**config.mk**
```make
export PLATFORM = sky130hd
export DESIGN_NAME = crc32_frame_receiver
export DESIGN_NICKNAME = d
export VERILOG_FILES = /design/src/rtl/crc32fr_pkg.sv /design/src/rtl/crc32_frame_receiver.sv
export VERILOG_INCLUDE_DIRS = /design/src /design/src/rtl
export SDC_FILE = /design/constraint.sdc
export NUM_CORES = 1
export LEC_CHECK = 0
export ABC_AREA = 1
export BUFFER_PORTS_ARGS = -buffer_cell sky130_fd_sc_hd__buf_2
export CORE_ASPECT_RATIO = 0.5
export CORE_MARGIN = 4
export CORE_UTILIZATION = 55
export DETAILED_ROUTE_END_ITERATION = 8
export GPL_TIMING_DRIVEN = 0
export PLACE_DENSITY = 0.72
export SETUP_SLACK_MARGIN = 0.15
export SYNTH_ARGS = -nofsm -noshare
export SYNTH_HDL_FRONTEND = slang
export SYNTH_SLANG_ARGS = --single-unit
```
**constraint.sdc**
```tcl
create_clock -name clk -period 8.2 [get_ports clk]
set_clock_uncertainty 0.05 [all_clocks]
set_input_delay 2.05 -clock clk [delete_from_list [all_inputs] [get_ports clk]]
set_output_delay 2.05 -clock clk [all_outputs]
set_load 0.005 [all_outputs]
```
**src/rtl/crc32_frame_receiver_macros.svh**
```systemverilog
// ----------------------------------------------------------------------------
// CRC-32 frame receiver: assertion macros
// Shared concurrent assertion forms, clocked on clk and disabled in reset.
// ----------------------------------------------------------------------------
`ifndef CRC32_FRAME_RECEIVER_MACROS_SVH
`define CRC32_FRAME_RECEIVER_MACROS_SVH

// Same-cycle implication
`define CFR_ASSERT_NOW(lbl, ante, cons, msg) \
  lbl: assert property (@(posedge clk) disable iff (rst) (ante) |-> (cons)) else $error(msg);

// Next-cycle implication
`define CFR_ASSERT_NEXT(lbl, ante, cons, msg) \
  lbl: assert property (@(posedge clk) disable iff (rst) (ante) |=> (cons)) else $error(msg);

`endif

```
**src/rtl/crc32fr_pkg.sv**
```systemverilog
// ----------------------------------------------------------------------------
// CRC-32 frame receiver package
// Result codes, register indexes, phase encoding and the byte-wide CRC step.
// ----------------------------------------------------------------------------
package crc32fr_pkg;

  // Configuration register indexes
  typedef enum logic [1:0] {
    REG_START_BYTE     = 2'd0,
    REG_MAX_PAYLOAD    = 2'd1,
    REG_BYTE_GAP_LIMIT = 2'd2,
    REG_WINDOW_LIMIT   = 2'd3
  } reg_index_t;

  // Result kinds
  typedef enum logic [1:0] {
    KIND_PAYLOAD = 2'd0,
    KIND_ACCEPT  = 2'd1,
    KIND_DROP    = 2'd2,
    KIND_WINDOW  = 2'd3
  } kind_t;

  // Drop reasons
  typedef enum logic [1:0] {
    DROP_GAP    = 2'd0,
    DROP_LENGTH = 2'd1,
    DROP_CRC    = 2'd2,
    DROP_NONE   = 2'd3
  } reason_t;

  // Input commands
  localparam logic CMD_BYTE = 1'b0;
  localparam logic CMD_TICK = 1'b1;

  // Receive phase, one-hot
  typedef enum logic [3:0] {
    PH_HUNT    = 4'b0001,
    PH_HEADER  = 4'b0010,
    PH_PAYLOAD = 4'b0100,
    PH_CRC     = 4'b1000
  } phase_t;

  // Reset values of the configuration registers
  localparam logic [7:0]  START_BYTE_RST  = 8'd165;
  localparam logic [15:0] MAX_PAYLOAD_RST = 16'd256;
  localparam logic [15:0] GAP_LIMIT_RST   = 16'd50;
  localparam logic [31:0] WINDOW_RST      = 32'd3000;

  // CRC constants (zlib, reflected)
  localparam logic [31:0] CRC_INIT = 32'hFFFF_FFFF;
  localparam logic [31:0] CRC_POLY = 32'hEDB8_8320;

  // Header byte positions and index of the last trailer byte
  localparam logic [15:0] HDR_LEN_LO = 16'd0;
  localparam logic [15:0] HDR_LEN_HI = 16'd1;
  localparam logic [15:0] HDR_TYPE   = 16'd2;
  localparam logic [15:0] CRC_LAST   = 16'd3;

  // Result queue depth
  localparam int QDEPTH = 4;
  localparam int QAW    = $clog2(QDEPTH);

  // One result item
  typedef struct packed {
    kind_t       kind;
    logic [7:0]  data_byte;
    logic [7:0]  frame_type;
    logic [15:0] frame_length;
    logic [1:0]  drop_reason;
    logic        window_bad;
    logic [15:0] dropped_total;
    logic        last;
  } result_t;

  // One byte through the reflected CRC-32
  function automatic logic [31:0] crc_byte(input logic [31:0] crc, input logic [7:0] b);
    logic [31:0] c;
    c = crc ^ {24'd0, b};
    for (int i = 0; i < 8; i++) begin
      c = c[0] ? ((c >> 1) ^ CRC_POLY) : (c >> 1);
    end
    return c;
  endfunction

endpackage

```
**src/rtl/crc32_frame_receiver.sv**
```systemverilog
// ----------------------------------------------------------------------------
// CRC-32 frame receiver
// Hunts for a start byte, parses length/type/payload/CRC, passes payload
// bytes on and reports frames accepted, dropped, or receive window expiry.
// ----------------------------------------------------------------------------
//
//  Channel   Signals                                      Dir
//  item      item_valid, item_stall, command, rx_byte     in (stall out)
//  result    result_valid, result_stall, kind .. last     out (stall in)
//  config    cfg_we, cfg_index, cfg_data                  in
//
//  Each item is processed combinationally; its results (zero to two) enter
//  a four-entry result queue at the next edge; one result leaves per cycle
//  while result_stall is low. The queue sets the rate: item_stall rises
//  when fewer than two slots are free, so a sustained rate of one item per
//  cycle holds while items give at most one result each and result_stall
//  stays low. rst is synchronous, clears the frame state, empties the queue
//  and returns the configuration registers to their defaults.
module crc32_frame_receiver
  import crc32fr_pkg::*;
(
  input  logic        clk,
  input  logic        rst,
  // item channel
  input  logic        item_valid,
  output logic        item_stall,
  input  logic        command,
  input  logic [7:0]  rx_byte,
  // result channel
  output logic        result_valid,
  input  logic        result_stall,
  output logic [1:0]  kind,
  output logic [7:0]  data_byte,
  output logic [7:0]  frame_type,
  output logic [15:0] frame_length,
  output logic [1:0]  drop_reason,
  output logic        window_bad,
  output logic [15:0] dropped_total,
  output logic        last,
  // configuration
  input  logic        cfg_we,
  input  logic [1:0]  cfg_index,
  input  logic [31:0] cfg_data
);

`include "crc32_frame_receiver_macros.svh"

  // Configuration registers
  logic [7:0]  start_byte;
  logic [15:0] max_payload;
  logic [15:0] byte_gap_limit;
  logic [31:0] window_limit;

  always_ff @(posedge clk) begin
    if (rst) begin
      start_byte     <= START_BYTE_RST;
      max_payload    <= MAX_PAYLOAD_RST;
      byte_gap_limit <= GAP_LIMIT_RST;
      window_limit   <= WINDOW_RST;
    end else if (cfg_we) begin
      case (reg_index_t'(cfg_index))
        REG_START_BYTE:     start_byte     <= cfg_data[7:0];
        REG_MAX_PAYLOAD:    max_payload    <= cfg_data[15:0];
        REG_BYTE_GAP_LIMIT: byte_gap_limit <= cfg_data[15:0];
        REG_WINDOW_LIMIT:   window_limit   <= cfg_data;
        default: ;
      endcase
    end
  end

  // Frame state
  phase_t      phase, phase_next;
  logic [15:0] header_length, header_length_next;
  logic [7:0]  header_type, header_type_next;
  logic [15:0] bytes_seen, bytes_seen_next;
  logic [31:0] running_crc, running_crc_next;
  logic [31:0] received_crc, received_crc_next;
  logic [15:0] gap_ticks, gap_ticks_next;
  logic [31:0] window_ticks, window_ticks_next;
  logic [15:0] drop_count, drop_count_next;

  // Queue state
  result_t         queue [QDEPTH];
  logic [QAW-1:0]  wr_ptr, rd_ptr;
  logic [QAW:0]    count;

  logic item_accept, result_pop;
  assign item_accept = item_valid && !item_stall;
  assign result_pop  = result_valid && !result_stall;

  // Per-item results
  logic        ev_valid, win_valid;
  kind_t       ev_kind;
  logic [7:0]  ev_data;
  logic [1:0]  ev_reason;
  logic [15:0] ev_drops;
  logic [15:0] drops_mid;
  logic [31:0] crc_upd, rcrc_upd;
  logic [15:0] bs_inc, gap_inc;
  result_t     res0, res1;
  logic [1:0]  res_n;

  assign crc_upd = crc_byte(running_crc, rx_byte);
  assign bs_inc  = bytes_seen + 16'd1;
  assign gap_inc = (gap_ticks != 16'hFFFF) ? gap_ticks + 16'd1 : gap_ticks;
  assign rcrc_upd = received_crc | ({24'd0, rx_byte} << {bytes_seen[1:0], 3'b000});

  // Frame parser and tick handling, one item per cycle while item_stall is low
  always_comb begin
    phase_next         = phase;
    header_length_next = header_length;
    header_type_next   = header_type;
    bytes_seen_next    = bytes_seen;
    running_crc_next   = running_crc;
    received_crc_next  = received_crc;
    gap_ticks_next     = gap_ticks;
    window_ticks_next  = window_ticks;
    drops_mid          = drop_count;
    ev_valid           = 1'b0;
    ev_kind            = KIND_PAYLOAD;
    ev_data            = 8'd0;
    ev_reason          = DROP_GAP;
    ev_drops           = drop_count;

    if (command == CMD_BYTE) begin
      if (phase == PH_HUNT) begin
        if (rx_byte == start_byte) begin
          phase_next         = PH_HEADER;
          bytes_seen_next    = 16'd0;
          header_length_next = 16'd0;
          header_type_next   = 8'd0;
          received_crc_next  = 32'd0;
          running_crc_next   = CRC_INIT;
          gap_ticks_next     = 16'd0;
        end
      end else begin
        gap_ticks_next = 16'd0;
        case (phase)
          PH_HEADER: begin
            running_crc_next = crc_upd;
            bytes_seen_next  = bs_inc;
            if (bytes_seen == HDR_LEN_LO) begin
              header_length_next = {8'd0, rx_byte};
            end else if (bytes_seen == HDR_LEN_HI) begin
              header_length_next = header_length | {rx_byte, 8'd0};
            end else begin
              header_type_next = rx_byte;
            end
            if (bytes_seen == HDR_TYPE) begin
              bytes_seen_next = 16'd0;
              if (header_length > max_payload) begin
                // header_length is complete once the type byte arrives
                ev_valid   = 1'b1;
                ev_kind    = KIND_DROP;
                ev_reason  = DROP_LENGTH;
                drops_mid  = (drop_count != 16'hFFFF) ? drop_count + 16'd1 : drop_count;
                ev_drops   = drops_mid;
                phase_next = PH_HUNT;
              end else if (header_length == 16'd0) begin
                phase_next = PH_CRC;
              end else begin
                phase_next = PH_PAYLOAD;
              end
            end
          end
          PH_PAYLOAD: begin
            running_crc_next = crc_upd;
            ev_valid         = 1'b1;
            ev_kind          = KIND_PAYLOAD;
            ev_data          = rx_byte;
            bytes_seen_next  = bs_inc;
            if (bs_inc >= header_length) begin
              bytes_seen_next = 16'd0;
              phase_next      = PH_CRC;
            end
          end
          PH_CRC: begin
            received_crc_next = rcrc_upd;
            bytes_seen_next   = bs_inc;
            if (bytes_seen == CRC_LAST) begin
              bytes_seen_next = 16'd0;
              phase_next      = PH_HUNT;
              ev_valid        = 1'b1;
              if ((running_crc ^ CRC_INIT) == rcrc_upd) begin
                // accepted: result shows the count before the clear
                ev_kind           = KIND_ACCEPT;
                window_ticks_next = 32'd0;
                drops_mid         = 16'd0;
              end else begin
                ev_kind   = KIND_DROP;
                ev_reason = DROP_CRC;
                drops_mid = (drop_count != 16'hFFFF) ? drop_count + 16'd1 : drop_count;
                ev_drops  = drops_mid;
              end
            end
          end
          default: ;
        endcase
      end
    end else begin
      // Tick: window always, byte gap only inside a frame
      if (window_ticks != 32'hFFFF_FFFF) begin
        window_ticks_next = window_ticks + 32'd1;
      end
      if (phase != PH_HUNT) begin
        gap_ticks_next = gap_inc;
        if (gap_inc >= byte_gap_limit) begin
          ev_valid   = 1'b1;
          ev_kind    = KIND_DROP;
          ev_reason  = DROP_GAP;
          drops_mid  = (drop_count != 16'hFFFF) ? drop_count + 16'd1 : drop_count;
          ev_drops   = drops_mid;
          phase_next = PH_HUNT;
        end
      end
    end

    // Window expiry while hunting
    win_valid       = (phase_next == PH_HUNT) && (window_ticks_next >= window_limit);
    drop_count_next = drops_mid;
    if (win_valid) begin
      window_ticks_next = 32'd0;
      drop_count_next   = 16'd0;
    end
  end

  // Assemble up to two results
  always_comb begin
    result_t ev_res, win_res;
    ev_res.kind          = ev_kind;
    ev_res.data_byte     = ev_data;
    ev_res.frame_type    = header_type_next;
    ev_res.frame_length  = header_length_next;
    ev_res.drop_reason   = ev_reason;
    ev_res.window_bad    = 1'b0;
    ev_res.dropped_total = ev_drops;
    ev_res.last          = !win_valid;

    win_res.kind          = KIND_WINDOW;
    win_res.data_byte     = 8'd0;
    win_res.frame_type    = 8'd0;
    win_res.frame_length  = 16'd0;
    win_res.drop_reason   = DROP_GAP;
    win_res.window_bad    = (drops_mid != 16'd0);
    win_res.dropped_total = drops_mid;
    win_res.last          = 1'b1;

    res0  = ev_valid ? ev_res : win_res;
    res1  = win_res;
    res_n = {1'b0, ev_valid} + {1'b0, win_valid};
  end

  // Frame state registers
  always_ff @(posedge clk) begin
    if (rst) begin
      phase         <= PH_HUNT;
      header_length <= 16'd0;
      header_type   <= 8'd0;
      bytes_seen    <= 16'd0;
      running_crc   <= CRC_INIT;
      received_crc  <= 32'd0;
      gap_ticks     <= 16'd0;
      window_ticks  <= 32'd0;
      drop_count    <= 16'd0;
    end else if (item_accept) begin
      phase         <= phase_next;
      header_length <= header_length_next;
      header_type   <= header_type_next;
      bytes_seen    <= bytes_seen_next;
      running_crc   <= running_crc_next;
      received_crc  <= received_crc_next;
      gap_ticks     <= gap_ticks_next;
      window_ticks  <= window_ticks_next;
      drop_count    <= drop_count_next;
    end
  end

  // Result queue storage
  always_ff @(posedge clk) begin
    if (item_accept && (res_n != 2'd0)) begin
      queue[wr_ptr] <= res0;
      if (res_n == 2'd2) begin
        queue[wr_ptr + QAW'(1)] <= res1;
      end
    end
  end

  // Result queue pointers
  always_ff @(posedge clk) begin
    if (rst) begin
      wr_ptr <= '0;
      rd_ptr <= '0;
      count  <= '0;
    end else begin
      if (item_accept) begin
        wr_ptr <= wr_ptr + QAW'(res_n);
      end
      if (result_pop) begin
        rd_ptr <= rd_ptr + QAW'(1);
      end
      count <= count + (item_accept ? (QAW+1)'(res_n) : '0)
                     - (result_pop ? (QAW+1)'(1) : '0);
    end
  end

  // Stall when a two-result item might not fit
  assign item_stall   = (count > (QAW+1)'(QDEPTH - 2));
  assign result_valid = (count != '0);

  assign kind          = queue[rd_ptr].kind;
  assign data_byte     = queue[rd_ptr].data_byte;
  assign frame_type    = queue[rd_ptr].frame_type;
  assign frame_length  = queue[rd_ptr].frame_length;
  assign drop_reason   = queue[rd_ptr].drop_reason;
  assign window_bad    = queue[rd_ptr].window_bad;
  assign dropped_total = queue[rd_ptr].dropped_total;
  assign last          = queue[rd_ptr].last;

  // Assertions
  `CFR_ASSERT_NOW(a_count_bound, 1'b1, count <= (QAW+1)'(QDEPTH), "result queue overflow")
  `CFR_ASSERT_NEXT(a_count_push, item_accept && !result_pop, count == $past(count) + (QAW+1)'($past(res_n)), "queue count does not track pushed results")
  `CFR_ASSERT_NOW(a_payload_last, result_valid && kind == KIND_PAYLOAD, last, "payload byte not last result of its item")
  `CFR_ASSERT_NOW(a_window_clean, result_valid && kind == KIND_WINDOW, frame_type == 8'd0 && frame_length == 16'd0 && last, "window result carries frame fields")

endmodule
```
==> out/metrics.yaml <==
floorplan.initialDensity_pct: 55.7
detailedRoute.firstIterationViolations: 3080
core_area_um2: 46900
number_of_vias_per_cell_after_detailed_routing: 5.88
cts.sink_count: 469
critPathMaxStageDelay_ns: 0.37
timing.final.crit_period_ns: 7.75
rsz0062_at_grt: "no"
antenna_found_initial: 2
report.final.hold_viol_count: 0
cellPowerDensity_nw_per_um2: 226
synth_flop_cell: "dfxtp_1"
cap_violations: 0
layout.core_utilization_pct: 61.9
critical_path_peak_fanout: 26
ff2ff_setup_slack_ns: 1.39
grt.total_usage_pct: 33.7
port_buffers: 94
setup_viol: 0
antenna_left: 0
critPathSlowestCell: "nor3_4"
stdcell_area_um2: 29100
number_of_synthesized_register_bits: 469
leakage_nw: 12.3
netlist_area_um2: 26200
synth_area_per_cell_um2: 7.14
ys.warnings.count: 0
tritoncts: "yes"
layout.cells.most_common: "nand2_1"
power_total_mw: 6.57
cts.root.buffer_cell: "clkbuf_16"
critPathLaunchType: "input port"
grt_first_pass_wirelength_um: 137000
synth.net_count: 3810
ir_worst_vdd_mv: 0.155
maxSlewHeadroom_pct: 36.6
outcome: "finished clean"
placement_rows: 56
report.final.slew_viol_count: 0
dieWidth_um: 316
yosysSeqAreaShare_pct: 38.5
most-common-layout-cells: "nand2_1 (811), o21ai_0 (435), dfxtp_1 (401)"
synth_enable_flop_cells: 68
gp_congestion: 1.02
area.growth.synth_to_final_pct: 11.0
die_area_um2: 51300
grt_start_max_net_pins: 27
placedInstanceArea_um2: 27400
route.detailed.wl_per_inst_um: 19.8
worstHoldPathType: "flip-flop to flip-flop"
via_count: 26400
fin_nets: 3956
wirelength_um: 89000
critPathArrivalTime_ns: 8.11
first_pass_iteration_count_of_the_detailed_router: 7
tcrit_tclk_final_pct: 94.6
floorplan.die.height_um: 162
detail_placement_hpwl_um: 65700
first_global_vias: 24100
synthDistinctLibCells: 61
clock_input_transition_at_the_sequential_cells_of_the_worst_setup_and_hold_paths_ns: 0.07
tritoncts.num_buffers: 45
h-tree-depth: 2
clk_path_buf_depth: 3
critPathMostFrequentCell: "nand2_1"
fmaxAchievable_mhz: 129
drive_above_1_share_pct: 9.10
detailedPlace.worstSlack_ns: -0.914
critical_path_class: "input port to flip-flop"
clk-insertion-delay-late_ns: 0.59
drt_drc_violations_left: 0
transition_time_of_the_tightest_slew_check_pin_ns: 0.944
hold_buffers: 0
synthCells: 3667
synth-async-reset-ratio_pct: 0
setup_slack_ns: 0.447
cp-end-kind: "flip-flop"
critical_path_required_ns: 8.55
io_pins: 104
grt_overflow: 0
## worst paths after layout
kind | start | to | cells past startpoint
max | rx_byte[5] | queue[3][13] | 36
max reg2reg | bytes_seen[0] | queue[3][13] | 38
min reg2reg | queue[2][27] | queue[2][27] | 2
min | queue[2][27] | queue[2][27] | 2
## sequential cells by signal (all words and copies together), names as in the netlist, 8 cells and up, named ones only
| signal | cells |
|---|---|
| bytes_seen | 16 |
| window_limit | 32 |
| header_type | 8 |
| drop_count | 16 |
| byte_gap_limit | 16 |
| start_byte | 8 |
| running_crc | 32 |
| window_ticks | 32 |
| queue | 216 |
| max_payload | 16 |
| gap_ticks | 16 |
| header_length | 16 |
| received_crc | 32 |
## cells by family after synthesis
| group | share of synthesized area (%) |
|---|---|
| fa+ha+maj | 4.57 |
| flops | 38.5 |
| compound gates | 19.7 |
| buf+inv | 9.22 |
| mux | 0.153 |
| simple gates | 24.9 |
| xor+xnor | 3.01 |
## synthesized netlist by cell type (3+ instances only)
cell type  instances  area share, %
nand2_1          811             12
o21ai_0          435            8.3
dfxtp_1          401             31
inv_1            360            5.2
nor2_1           306            4.4
a21oi_1          279            5.3
nand3_1          196            3.7
clkbuf_1         138            2.0
ha_1              94            4.5
o22ai_1           78            1.9
edfxtp_1          68            7.8
xor2_1            64            2.1
nand4_1           42            1.0
o211ai_1          39            1.1
a211oi_1          32           0.92
buf_2             29           0.55
nor3_1            25           0.48
nand2_2           24           0.57
xnor2_1           24           0.80
a22o_1            21           0.70
nand3_2           21           0.80
nor2_2            17           0.41
o21ai_1           17           0.33
inv_2             15           0.22
buf_6             13           0.56
a32o_1            12           0.46
buf_4              9           0.26
clkinv_1           9           0.13
nor3_2             8           0.31
nor4_1             8           0.19
or2_2              7           0.17
nand3b_1           6           0.17
o21a_1             5           0.14
mux2i_1            4           0.15
nand3_4            4           0.27
nor3_4             4           0.25
a31oi_1            3          0.072
buf_1              3          0.043
nor2_4             3           0.13
o21bai_1           3          0.086
or2_1              3          0.072
## cell type report
type                            instances  area, um^2
Clock inverter                         17         169
Fill cell                            4442       17900
Timing Repair Buffer                  100         515
Multi-Input combinational cell       2616       13700
Sequential cell                       469       10100
Clock buffer                           65        1290
Tap cell                              638         798
Antenna cell                            1        2.50
Buffer                                195         990
Inverter                              386        1480
## worst max-delay path: cells and delay by family
family | cells | cell delay (ns)
and+or+nand+nor | 24 | 3.55
buffers and inverters | 8 | 1.72
adders and majority gates | 2 | 0.52
AOI/OAI and AO/OA | 2 | 0.24
## power by group
group          internal (mW)  switching [mW]
Clock                   1.17           0.967
Sequential              2.44          0.0837
Combinational          0.589            1.32
Total                   4.20            2.37
## timing repair
item                                   CTS  global route
endpoints found under the hold margin    0             0
cloned                                   0             0
resized for setup                       11            25
pin swaps                                0             3
setup buffers                            0             6
setup endpoints to repair              107           258
## metrics by stage
| step | TNS, ns | hold WS [ns] | instances |
|---|---|---|---|
| 6_report | 0 | 0.404 | 4487 |
| 5_1_grt | 0 | 0.426 | 4487 |
| 4_1_cts | 0 | 0.406 | 4481 |
| 3_5_place_dp | -133.90 | 0.390 | 4399 |
| 3_3_place_gp | -110.87 | 0.383 | 4399 |
| 2_1_floorplan | 0 | 0.373 | 3667 |
## per-layer routing
| metal | vias up | global-route usage (%) | share of wire [%] |
|---|---|---|---|
| li1 | 12500 | - | - |
| met1 | 12300 | 48.4 | 44 |
| met2 | 1365 | 51.8 | 43 |
| met3 | 182 | 6.58 | 11 |
| met4 | 2 | 9.66 | 2.9 |
| met5 | - | 0 | 0.022 |
(Power assumes the default switching activity.)
